--- config.mk ---
export PLATFORM = sky130hd
export DESIGN_NAME = fasta_fastq_record_parser
export DESIGN_NICKNAME = d
export VERILOG_FILES = /design/src/rtl/fqp_pkg.sv /design/src/rtl/fqp_in_stage.sv /design/src/rtl/fqp_core.sv /design/src/rtl/fqp_out_buf.sv /design/src/rtl/fasta_fastq_record_parser.sv
export SDC_FILE = /design/constraint.sdc
export NUM_CORES = 1
export LEC_CHECK = 0
export BUFFER_PORTS_ARGS = -buffer_cell sky130_fd_sc_hd__buf_2
export CORE_MARGIN = 2
export CORE_UTILIZATION = 45
export DETAILED_ROUTE_END_ITERATION = 6
export GPL_ROUTABILITY_DRIVEN = 0
export PLACE_DENSITY = 0.68
export SLEW_MARGIN = 30
export SYNTH_ARGS = -nofsm -noshare
export SYNTH_HDL_FRONTEND = slang
export SYNTH_HIERARCHICAL = 1
export SYNTH_SLANG_ARGS = --single-unit
export TNS_END_PERCENT = 100
--- constraint.sdc ---
create_clock -name clk -period 4.45 [get_ports clk]
set_clock_uncertainty 0.05 [all_clocks]
set_input_delay 0.2225 -clock clk [delete_from_list [all_inputs] [get_ports clk]]
set_output_delay 0.2225 -clock clk [all_outputs]
set_load 0.02 [all_outputs]
--- src/rtl/fqp_pkg.sv ---
// ----------------------------------------------------------------------------
// fqp_pkg
// Shared types and constants of the FASTA/FASTQ record parser.
// ----------------------------------------------------------------------------
package fqp_pkg;

    localparam logic [7:0] CH_GT = 8'h3E;
    localparam logic [7:0] CH_AT = 8'h40;
    localparam logic [7:0] CH_NL = 8'h0A;

    localparam int unsigned LEN_WIDTH   = 32;
    localparam int unsigned TDATA_WIDTH = 48;

    typedef enum logic [2:0] {
        KIND_NAME = 3'd0,
        KIND_BASE = 3'd1,
        KIND_QUAL = 3'd2,
        KIND_END  = 3'd3,
        KIND_ERR  = 3'd4
    } kind_t;

    typedef struct packed {
        kind_t                kind;
        logic [7:0]           value;
        logic                 record_format;
        logic [LEN_WIDTH-1:0] record_length;
        logic                 length_mismatch;
    } result_t;

    typedef struct packed {
        logic [7:0] byte_in;
        logic       end_of_input;
    } item_t;

endpackage

--- src/rtl/fqp_in_stage.sv ---
// ----------------------------------------------------------------------------
// fqp_in_stage
// Input register: holds one accepted byte item until the parser takes it.
// ----------------------------------------------------------------------------
module fqp_in_stage (
    input  logic          clk,
    input  logic          rst_n,
    input  logic          in_valid,
    output logic          in_ready,
    input  fqp_pkg::item_t in_item,
    output logic          item_valid,
    input  logic          item_take,
    output fqp_pkg::item_t item
);
    import fqp_pkg::*;

    logic  vld_reg;
    item_t item_reg;

    assign in_ready   = !vld_reg || item_take;
    assign item_valid = vld_reg;
    assign item       = item_reg;

    always_ff @(posedge clk or negedge rst_n)
    begin
        if (!rst_n)
        begin
            vld_reg <= 1'b0;
        end
        else if (in_ready)
        begin
            vld_reg <= in_valid;
        end
    end

    always_ff @(posedge clk)
    begin
        if (in_valid && in_ready)
        begin
            item_reg <= in_item;
        end
    end

endmodule

--- src/rtl/fqp_core.sv ---
// ----------------------------------------------------------------------------
// fqp_core
// Parse state machine with base and quality counters; one byte per transfer.
// ----------------------------------------------------------------------------
module fqp_core #(
    parameter int COUNT_WIDTH = 32
) (
    input  logic            clk,
    input  logic            rst_n,
    input  logic            take,
    input  fqp_pkg::item_t  item,
    output logic            res_valid,
    output fqp_pkg::result_t res
);
    import fqp_pkg::*;

    typedef enum logic [2:0] {
        ST_IDLE, ST_FA_NAME, ST_FA_SEQ, ST_FQ_NAME,
        ST_FQ_SEQ, ST_FQ_SKIP, ST_FQ_QUAL, ST_HALT
    } state_t;

    state_t                 state_reg, state_next;
    logic [COUNT_WIDTH-1:0] base_reg, base_next;
    logic [COUNT_WIDTH-1:0] qual_reg, qual_next;
    logic [LEN_WIDTH-1:0]   len_sat;
    logic [COUNT_WIDTH-1:0] base_inc, qual_inc;
    logic                   eol;
    logic                   fastq;

    generate
        if (COUNT_WIDTH > LEN_WIDTH)
        begin : g_wide
            assign len_sat = (|base_reg[COUNT_WIDTH-1:LEN_WIDTH]) ?
                             {LEN_WIDTH{1'b1}} : base_reg[LEN_WIDTH-1:0];
        end
        else
        begin : g_narrow
            assign len_sat = LEN_WIDTH'(base_reg);
        end
    endgenerate

    assign base_inc = (&base_reg) ? base_reg : base_reg + 1'b1;
    assign qual_inc = (&qual_reg) ? qual_reg : qual_reg + 1'b1;
    assign eol      = (item.byte_in == CH_NL) || (item.byte_in == 8'h00);
    assign fastq    = (state_reg == ST_FQ_NAME) || (state_reg == ST_FQ_SEQ) ||
                      (state_reg == ST_FQ_SKIP) || (state_reg == ST_FQ_QUAL);

    always_comb
    begin
        state_next = state_reg;
        base_next  = base_reg;
        qual_next  = qual_reg;
        res_valid  = 1'b0;
        res        = '0;
        res.kind   = KIND_NAME;
        if (take)
        begin
            if (state_reg == ST_IDLE)
            begin
                if (!item.end_of_input && item.byte_in != CH_NL)
                begin
                    base_next = '0;
                    qual_next = '0;
                    if (item.byte_in == CH_GT)
                    begin
                        state_next = ST_FA_NAME;
                    end
                    else if (item.byte_in == CH_AT)
                    begin
                        state_next = ST_FQ_NAME;
                    end
                    else
                    begin
                        state_next = ST_HALT;
                        res_valid  = 1'b1;
                        res.kind   = KIND_ERR;
                    end
                end
            end
            else if (state_reg != ST_HALT)
            begin
                if (item.end_of_input ||
                    (state_reg == ST_FA_SEQ && (item.byte_in == CH_GT ||
                                                item.byte_in == 8'h00)) ||
                    (state_reg == ST_FQ_QUAL && eol))
                begin
                    res_valid           = 1'b1;
                    res.kind            = KIND_END;
                    res.record_format   = fastq;
                    res.record_length   = len_sat;
                    res.length_mismatch = fastq && (base_reg != qual_reg);
                    base_next           = '0;
                    qual_next           = '0;
                    state_next          = (!item.end_of_input && state_reg == ST_FA_SEQ &&
                                           item.byte_in == CH_GT) ? ST_FA_NAME : ST_IDLE;
                end
                else
                begin
                    case (state_reg)
                        ST_FA_NAME, ST_FQ_NAME:
                        begin
                            if (eol)
                            begin
                                state_next = (state_reg == ST_FA_NAME) ? ST_FA_SEQ : ST_FQ_SEQ;
                            end
                            else
                            begin
                                res_valid = 1'b1;
                                res.kind  = KIND_NAME;
                                res.value = item.byte_in;
                            end
                        end
                        ST_FA_SEQ:
                        begin
                            if (item.byte_in != CH_NL)
                            begin
                                base_next = base_inc;
                                res_valid = 1'b1;
                                res.kind  = KIND_BASE;
                                res.value = item.byte_in;
                            end
                        end
                        ST_FQ_SEQ:
                        begin
                            if (eol)
                            begin
                                state_next = ST_FQ_SKIP;
                            end
                            else
                            begin
                                base_next = base_inc;
                                res_valid = 1'b1;
                                res.kind  = KIND_BASE;
                                res.value = item.byte_in;
                            end
                        end
                        ST_FQ_SKIP:
                        begin
                            if (eol)
                            begin
                                state_next = ST_FQ_QUAL;
                            end
                        end
                        ST_FQ_QUAL:
                        begin
                            qual_next = qual_inc;
                            res_valid = 1'b1;
                            res.kind  = KIND_QUAL;
                            res.value = item.byte_in;
                        end
                        default:
                        begin
                            state_next = state_reg;
                        end
                    endcase
                end
            end
        end
    end

    always_ff @(posedge clk or negedge rst_n)
    begin
        if (!rst_n)
        begin
            state_reg <= ST_IDLE;
            base_reg  <= '0;
            qual_reg  <= '0;
        end
        else
        begin
            state_reg <= state_next;
            base_reg  <= base_next;
            qual_reg  <= qual_next;
        end
    end

endmodule

--- src/rtl/fqp_out_buf.sv ---
// ----------------------------------------------------------------------------
// fqp_out_buf
// Result register with a skid stage; ready toward the parser is registered.
// ----------------------------------------------------------------------------
module fqp_out_buf (
    input  logic             clk,
    input  logic             rst_n,
    input  logic             push,
    input  fqp_pkg::result_t push_res,
    output logic             can_push,
    output logic             out_valid,
    input  logic             out_ready,
    output fqp_pkg::result_t out_res
);
    import fqp_pkg::*;

    logic    main_vld_reg, skid_vld_reg;
    result_t main_reg, skid_reg;
    logic    pop;

    assign pop       = main_vld_reg && out_ready;
    assign can_push  = !skid_vld_reg;
    assign out_valid = main_vld_reg;
    assign out_res   = main_reg;

    always_ff @(posedge clk or negedge rst_n)
    begin
        if (!rst_n)
        begin
            main_vld_reg <= 1'b0;
            skid_vld_reg <= 1'b0;
        end
        else if (skid_vld_reg)
        begin
            if (pop)
            begin
                skid_vld_reg <= 1'b0;
            end
        end
        else if (push)
        begin
            if (main_vld_reg && !pop)
            begin
                skid_vld_reg <= 1'b1;
            end
            main_vld_reg <= 1'b1;
        end
        else if (pop)
        begin
            main_vld_reg <= 1'b0;
        end
    end

    always_ff @(posedge clk)
    begin
        if (skid_vld_reg)
        begin
            if (pop)
            begin
                main_reg <= skid_reg;
            end
        end
        else if (push)
        begin
            if (main_vld_reg && !pop)
            begin
                skid_reg <= push_res;
            end
            else
            begin
                main_reg <= push_res;
            end
        end
    end

endmodule

--- src/rtl/fasta_fastq_record_parser.sv ---
// Path: input register, combinational parse state machine, output buffer register.
// One byte per cycle unless the output stalls, set by the parse state update.
// A stalled output fills the skid stage, then stops input after one more byte.
// Reset (rst_n, async, active low) returns the parser to idle with zero counts
// and clears all valid flags; a format error halts the parser until reset.
// ----------------------------------------------------------------------------
// fasta_fastq_record_parser
// Streaming FASTA/FASTQ parser: name, base, quality, record-end and error items.
// ----------------------------------------------------------------------------
module fasta_fastq_record_parser #(
    parameter int COUNT_WIDTH = 32
) (
    input  logic        clk,
    input  logic        rst_n,
    input  logic        s_tvalid,
    output logic        s_tready,
    input  logic [7:0]  s_tdata,   // [7:0] byte_in
    input  logic        s_tuser,   // [0] end_of_input
    output logic        m_tvalid,
    input  logic        m_tready,
    output logic [fqp_pkg::TDATA_WIDTH-1:0] m_tdata,
                                   // [7:0] value, [8] record_format,
                                   // [40:9] record_length, [41] length_mismatch
    output logic [2:0]  m_tuser    // [2:0] kind
);
    import fqp_pkg::*;

    item_t   in_item, item;
    logic    item_valid, take, can_push, res_valid;
    result_t res, out_res;

    assign in_item.byte_in      = s_tdata;
    assign in_item.end_of_input = s_tuser;
    assign take                 = item_valid && can_push;

    fqp_in_stage u_in (
        .clk        (clk),
        .rst_n      (rst_n),
        .in_valid   (s_tvalid),
        .in_ready   (s_tready),
        .in_item    (in_item),
        .item_valid (item_valid),
        .item_take  (take),
        .item       (item)
    );

    fqp_core #(
        .COUNT_WIDTH (COUNT_WIDTH)
    ) u_core (
        .clk       (clk),
        .rst_n     (rst_n),
        .take      (take),
        .item      (item),
        .res_valid (res_valid),
        .res       (res)
    );

    fqp_out_buf u_out (
        .clk       (clk),
        .rst_n     (rst_n),
        .push      (res_valid),
        .push_res  (res),
        .can_push  (can_push),
        .out_valid (m_tvalid),
        .out_ready (m_tready),
        .out_res   (out_res)
    );

    assign m_tuser = out_res.kind;
    assign m_tdata = {6'd0, out_res.length_mismatch, out_res.record_length,
                      out_res.record_format, out_res.value};

endmodule
* Yosys cells after proc, flatten, opt, wreduce, memory -nomap -nowiden
Cells that the tools add are included. W data, S select, Z words.
Word-level totals: bits in registers 169, input port bits 13, logic and storage cells 141
Cells by class: add/sub/neg operators 2, eq/ne operators 21, mux-type cells 59, bitwise logic cells 1, reduce and logical (&&, ||, !) cells 40
Operators by type and width (count):
- $mux W32 | 12
- $mux W45 | 6
- $add A32 B1 Y32 const B | 2
- $pmux W32 S2 | 1
- $reduce_and A32 Y1 | 2
- $mux W3 | 15
- $pmux W11 S4 | 1
- $mux W42 | 1
- $mux W34 | 1
- $ne A32 B32 Y1 | 1
- $mux W9 | 2
- $mux W1 | 16
- $mux W8 | 2
- $logic_and A1 B1 Y1 | 10
- $eq A3 B3 Y1 const B | 3
- $pmux W3 S3 | 1
- $eq A8 B4 Y1 const B | 1
- $eq A8 B6 Y1 const B | 1
- $eq A8 B7 Y1 const B | 1
- $logic_not A8 Y1 | 1
- $logic_or A1 B1 Y1 | 8
- $ne A4 B3 Y1 const B | 2
- $ne A8 B4 Y1 const B | 1
- $reduce_and A7 Y1 | 1
- 22 further kinds | 31

* Logic depth before layout (Yosys ltp)
Gate-level depths: netlist (run 1).
depth after elaboration 12, depth in mapped cells 11, gate-level depth less buffers 8

* Hierarchy
Netlist (run 1), hierarchy kept.
Modules (own cells, without submodules):
- fqp_core | instances 1, cells an instance 582, area each 4770.8 um^2, seq. area each 1676.6 um^2
- fqp_out_buf | instances 1, cells an instance 152, area each 3593.4 um^2, seq. area each 2752.6 um^2
- fqp_in_stage | instances 1, cells an instance 13, area each 324.1 um^2, seq. area each 295.3 um^2
- fasta_fastq_record_parser | instances 1, cells an instance 8, area each 55.1 um^2, seq. area each 0.0 um^2

* Worst setup path after synthesis (run 1)
No wires, ideal clock.
path kind reg2reg, start reg u_in.item_reg, in the netlist u_in/item[7], end reg u_out.main_reg, in the netlist u_out/out_res[0] (enable), library setup time 0.406 ns, data arrival time 3.065 ns, path slack 0.930 ns, stages on the path, launching flop included 8, buffers on the path 1, cell sequence edfxtp_1 -> nor3_1 -> and4_1 -> nor3_2 -> and2_1 -> buf_2 -> a221oi_1 -> o22a_1
On the way: word-level cells in the longest chain between the ends 11, elaborated cells between the ends (all ways) 24, those cells by class 4 x eq/ne; 10 x mux; 10 x reduce/logical
Ends and longest elaborated chain:
- start: declaration | line fqp_in_stage.sv:18 | item_t item_reg;
- start signal: assignment | line fqp_in_stage.sv:40 | item_reg <= in_item;
- branches (longest 7 deep; another with $eq A8 B4 Y1)
- $mux W1 * | line fqp_core.sv:58 | if (state_reg == ST_IDLE)
- $mux W1 * | line fqp_core.sv:56 | if (take)
- via res_valid | line fasta_fastq_record_parser.sv:29 | logic item_valid, take, can_push, res_valid;
- $reduce_bool A2 Y1 (no line) *
- $reduce_and A3 Y1 (no line) *
- end signal: assignment | line fqp_out_buf.sv:60 | main_reg <= skid_reg;
- end signal: assignment | line fqp_out_buf.sv:71 | main_reg <= push_res;
- end: declaration | line fqp_out_buf.sv:18 | result_t main_reg, skid_reg;
Mark *: on every way through the listed nets, which the timed path passes. A chain may end at the register's enable or synchronous reset.

* Worst setup path in the final report (run 1)
start reg u_in.item_reg, in the netlist u_in/item[7], end reg u_out/skid_reg[21] (netlist bit) (enable)
On the way: word-level cells in the longest chain between the ends 10, elaborated cells between the ends (all ways) 23, those cells by class 4 x eq/ne; 10 x mux; 9 x reduce/logical
Ends and longest elaborated chain:
- branches (longest 7 deep; another with $eq A8 B4 Y1)
- $mux W1 * | line fqp_core.sv:58
- $mux W1 * | line fqp_core.sv:56
- via res_valid | line fasta_fastq_record_parser.sv:29
- $reduce_and A3 Y1 (no line) *
- end signal: assignment | line fqp_out_buf.sv:67 | skid_reg <= push_res;
- end: declaration | line fqp_out_buf.sv:18
Marked as above.

==> flow_metrics.tcl, run 1 <==
set metrics [dict create \
    slew_headroom_pct 39.2 \
    n_fill_cell 1654 \
    hold_viol 0 \
    crit_slowest_cell "a221oi_1" \
    max_slew.worst_pin.slew_ns 0.911 \
    grt_pass1_vias 5313 \
    synth_top_area_share_pct 34.0 \
    status "complete, no violations" \
    grtUsageTotal_pct 17.7 \
    p_leak_nw 4.15 \
    hold_path.class "input port to register" \
    synth_area_sq_um 8740 \
    powerDensity_nw_per_um2 316 \
    ys_ff_latch 169 \
    overflow 0 \
    cts_tree "built" \
    avgSynthCellArea_sq_um 11.6 \
    r2r_slack_ns 0.83 \
    wl_per_cell_um 16.5 \
    wl_mm 17.8 \
    critical_path_arrival_ns 3.64 \
    path_buf_inv 1 \
    synthCells 755 \
    yosysMostFrequentCell "edfxtp_1" \
    post_cts_resized 0 \
    drc 0 \
    fp.dieArea_sq_um 20600 \
    port_buffers 59 \
    die_width_um 143 \
    grt_pass1_wl_mm 28.3 \
    insertedDiodeCount 0 \
    viasPerCell 5.43 \
    pre_cts_slack_ns 0.861 \
    required_ns 4.47 \
    synth.distinct_cells 68 \
    route.vias.total 5868 \
    synth_ff_type "edfxtp_1" \
    synth.yosys.warnings 6 \
    drive_above_1_share_pct 20.8 \
    start_util_pct 46.3 \
    synthTopCellsByArea "edfxtp_1 34%, dfrtp_1 20%, mux2_4 7.7%" \
    tns_ns 0 \
    hold_end "u_out/out_valid" \
    min_path_cells 3 \
    synthToLayoutAreaGrowth_pct 12.0 \
    io_pins 66 \
    async_flop_share_pct 41.4 \
    r2r_cells 7 \
    path_cells "nor3_1 -> and4_1 -> nor3_2 -> and2_1 -> a221oi_1 -> and4bb_2 -> buf_4" \
    drv_slew 0 \
    first_pass_iters 5 \
    fp.coreArea_sq_um 18900 \
    setup_ws_ns 0.833 \
    cpPeakStageDelay_ns 0.56 \
    ys_seq_area_share_pct 54.0 \
    rsz0062_at_grt "false" \
    peakVddDrop_mv 0.231 \
    clkLatencyLatePin_ns 0.43 \
    die_y_um 143 \
    fmax_ghz 0.276 \
    fin_nets 823 \
    path_clk_slew_ns 0.07 \
    netlist.top_cell.by_area "edfxtp_1" \
    detail_route.iter0.violations 671 \
    cts.sinks 169 \
    cts_inserted_buffers 17 \
    grt_max_degree 51 \
    setup_viol 0 \
    start_kind "register" \
    grt_antenna_before_repair 0 \
    r2r_end "u_out/skid_reg[21]" \
    fin_area_sq_um 9790 \
    placed_area_sq_um 9120 \
    critical_path_class "register to register" \
    rows 50 \
    synth_edf_count 99 \
    cp_top_family "simple AND/OR/NAND/NOR gates" \
    synth_common_cells "99 x edfxtp_1, 73 x nor2_1, 70 x dfrtp_1" \
    timing.rr.start "u_in/item[7]" \
    cts_root_buf "clkbuf_16" \
    cts_max_level 4 \
    hpwl_mm 12.3 \
    period_minus_slack_ns 3.62 \
    cp_max_fo 37 \
    min_from "m_tready" \
    critical_path.endpoint_type "register" \
    fin_crit_sh_pct 81.3 \
    max_cap_violations 0 \
    final_antenna_net_count 0 \
    cts_buffer_depth 2 \
]
==> cell usage in the layout (no fill, tap or decap), types with 5 or more instances in the layout <==
cell           netlist  routed
nand2_1             43      43
clkbuf_16            0      17
dfrtp_1             70      69
and2_1              50      50
clkinv_4             0       5
conb_1               1       6
nor3_1              17      16
buf_4               12      10
and3_1              10      10
nand4_1             22      22
nand3_1             37      37
a21oi_1             20      20
nor2_1              73      73
xor2_1              14      14
edfxtp_1            99      99
dlygate4sd3_1        0      11
o31ai_1             25      25
o21ai_0             49      49
a31oi_1              6       6
or3_1                9       9
mux2_4              45      45
xnor2_1             44      44
buf_2               13      59
==> final cells by class <==
class	count	area, sq um	share of cell area (%)
well taps	260	325	3.32
flip-flops and latches	169	4730	48.2
multi-input cells	535	3680	37.5
clock inverters	15	141	1.44
repair buffers	80	480	4.91
clock buffers	17	425	4.34
inverters	5	18.8	0.192
==> how the worst max path moves through the flow <==
stage | cells past startpoint | start | endpoint
floorplan | 7 | u_in/item[7] | u_out/out_res[0]
global placement | 7 | u_in/item[7] | u_out/skid_reg[21]
detailed placement | 7 | u_in/item[7] | u_out/skid_reg[21]
CTS | 7 | u_in/item[7] | u_out/skid_reg[21]
global route | 7 | u_in/item[7] | u_out/skid_reg[20]
finish | 7 | u_in/item[7] | u_out/skid_reg[21]
==> timing repair <==
action / in CTS / in global routing
buffers inserted: 0 / 0
hold buffers: 11 / 0
endpoints found under the hold margin: 41 / 0
==> cells by family after synthesis <==
group / Yosys count / synth area share, %
buf+inv: 56 / 4.19
compound gates: 130 / 9.73
flops: 169 / 54.0
other cells: 1 / 0.0429
xor+xnor: 58 / 5.81
fa+ha+maj: 2 / 0.286
simple gates: 293 / 18.0
mux: 46 / 7.86
==> metal layers <==
layer  global-route usage [%]  routed length (um)
met5                        0                   0
met1                     25.1                8450
met3                     3.70                 837
met4                     5.57                 221
met2                     27.2                8290
==> worst register-to-register path, stage by stage, from the launching register on <==
cell	delay, ns
edfxtp_1	0.43
nor3_1	0.47
and4_1	0.34
nor3_2	0.11
and2_1	0.37
a221oi_1	0.56
and4bb_2	0.45
buf_4	0.46
==> metrics by stage <==
stage	hold WS, ns	instances	power (mW)	utilization [%]
global placement	0.301	1038	1.70	48.3
global route	0.0755	1081	3.18	51.8
detailed placement	0.294	1038	1.70	48.3
floorplan	-0.123	760	1.69	-
finish	0.0660	1081	3.09	51.8
CTS	0.0570	1081	3.12	51.8
==> power breakdown <==
group / switching [mW] / internal (mW) / total [mW]
combinational: 0.0200 / 0.0107 / 0.0307
sequential: 0 / 1.65 / 1.65
clock: 0.636 / 0.780 / 1.42
(Power assumes the default switching activity.)
==> inputs of run 2 (changes only) <==
==> constraint.sdc (replaced) <==
create_clock -name clk -period 3.5 [get_ports clk]
set_clock_uncertainty 0.05 [all_clocks]
set_input_delay 0.175 -clock clk [delete_from_list [all_inputs] [get_ports clk]]
set_output_delay 0.175 -clock clk [all_outputs]
set_load 0.02 [all_outputs]
==> run 2 against run 1 <==
  * Sequential share of layout area down 0.26 points
  * Power increased by 27%
  * Utilization up 0.28 points
  * Critical path depth stayed put
  * Register-to-register slack worse by 0.36 ns
  * Fmax grew 20%
  * Clock power increased by 27%
  * Critical path type unchanged
==> flow_metrics.tcl, run 2 (synthesis gave the netlist of run 1 again) <==
set metrics [dict create \
    fin_crit_sh_pct 86.5 \
    cts_tree "built" \
    required_ns 3.57 \
    final_cell_mix "99 x edfxtp_1, 73 x nor2_1, 69 x dfrtp_1, 59 x buf_2, 50 x and2_1" \
    placed_area_sq_um 9170 \
    startpoint "u_in/item[7]" \
    fp.coreArea_sq_um 18900 \
    powerDensity_nw_per_um2 400 \
    period_minus_slack_ns 3.03 \
    critical_path_class "register to register" \
    fp.dieArea_sq_um 20600 \
    p_leak_nw 4.17 \
    drc 0 \
    wl_per_cell_um 16.3 \
    grtUsageTotal_pct 17.9 \
    cts_inserted_buffers 17 \
    grt_antenna_before_repair 0 \
    cp_max_fo 45 \
    rsz0062_at_grt "false" \
    cts_root_buf "clkbuf_16" \
    grt_pass1_wl_mm 28.6 \
    grt.met2_usage_pct 27.0 \
    critical_path_arrival_ns 3.10 \
    final_common_cell "edfxtp_1" \
    fmax_ghz 0.330 \
    slew_headroom_pct 43.0 \
    first_pass_iters 5 \
    die_y_um 143 \
    viasPerCell 5.45 \
    synthToLayoutAreaGrowth_pct 12.6 \
    peakVddDrop_mv 0.303 \
    path_clk_slew_ns 0.07 \
    final_util_pct 52.1 \
    hold_viol 0 \
    start_util_pct 46.3 \
    overflow 0 \
    grt_max_degree 51 \
    route.vias.total 5910 \
    fin_total_pwr_mw 3.94 \
    max_slew.worst_pin.slew_ns 0.855 \
    setup_ws_ns 0.473 \
    min_from "m_tready" \
    cts_buffer_depth 2 \
    hold_path.class "input port to register" \
    grt_pass1_vias 5538 \
    critical_path.endpoint_type "register" \
    status "complete, no violations" \
    timing.rr.start "u_in/item[7]" \
    fin_nets 827 \
    port_buffers 59 \
    final_antenna_net_count 0 \
    pre_cts_slack_ns 0.519 \
    grt_use_met1_pct 25.5 \
    drive_above_1_share_pct 21.1 \
    insertedDiodeCount 0 \
    clkLatencyLatePin_ns 0.44 \
    drv_slew 0 \
    busiest_layer "met2" \
    max_cap_violations 0 \
    start_kind "register" \
    setup_viol 0 \
    tns_ns 0 \
    post_cts_resized 0 \
    hpwl_mm 12.2 \
    detail_route.iter0.violations 586 \
    fin_area_sq_um 9850 \
    cts.sinks 169 \
    io_pins 66 \
    rows 50 \
    cts_max_level 4 \
    die_width_um 143 \
    wl_mm 17.7 \
    use_met3_pct 3.83 \
]
-- run 2: cell count changes in the layout (fill, tap and decap cells not counted) --
cell        delta
inv_8          -1
clkinv_4       -1
clkbuf_1       +2
inv_6          +2
buf_12         +2
clkinv_2       -2
clkinvlp_4     +1
clkinv_1       -1
buf_4          +2
-- run 2: per-stage QoR --
stage	std cells	hold WS, ns
floorplan	760	-0.171
global placement	1042	0.159
detailed placement	1042	0.157
CTS	1085	0.0118
global route	1085	0.0295
finish	1085	0.0280
-- run 2: cell type report --
type                            instances  area, sq um
Sequential cell                       169         4730
Clock buffer                           19          433
Fill cell                            1647         9040
Timing Repair Buffer                   84          536
Inverter                                5         18.8
Multi-Input combinational cell        535         3680
Clock inverter                         13          133
Tap cell                              260          325
-- run 2: what timing repair did --
| item | CTS | global route |
|---|---|---|
| hold buffers | 11 | 0 |
| setup buffers | 0 | 0 |
| hold endpoints to repair | 34 | 0 |
-- run 2: path summary, 6_finish.rpt --
path                       cells past startpoint  slack, ns             endpoint
min                                            3       0.03      u_out/out_valid
max in group asynchronous                      4       2.07   u_core/qual_reg[5]
min reg2reg                                    1       0.50     u_out/out_res[1]
max                                            7       0.47   u_out/skid_reg[21]
min in group asynchronous                      2       0.23  u_core/base_reg[11]
max reg2reg                                    7       0.47   u_out/skid_reg[21]
-- run 2: where the power goes --
part,leakage (nW),switching [mW],internal [mW]
logic,1.80,0.0252,0.0143
registers,2.10,0,2.09
clock network,0.270,0.808,0.996
-- run 2: critical path: stages (launching register included) --
cell and delay, ns:
edfxtp_1 0.43, nor3_1 0.45, nand3_1 0.19, a21o_1 0.29, and2_1 0.19, a221oi_1 0.49, and4bb_2 0.34, buf_12 0.25
-- run 2: layer usage --
metal,vias up,part of all wire (%)
met2,164,45
li1,2854,-
met4,0,2.5
met3,27,4.6
met1,2865,48
met5,-,0
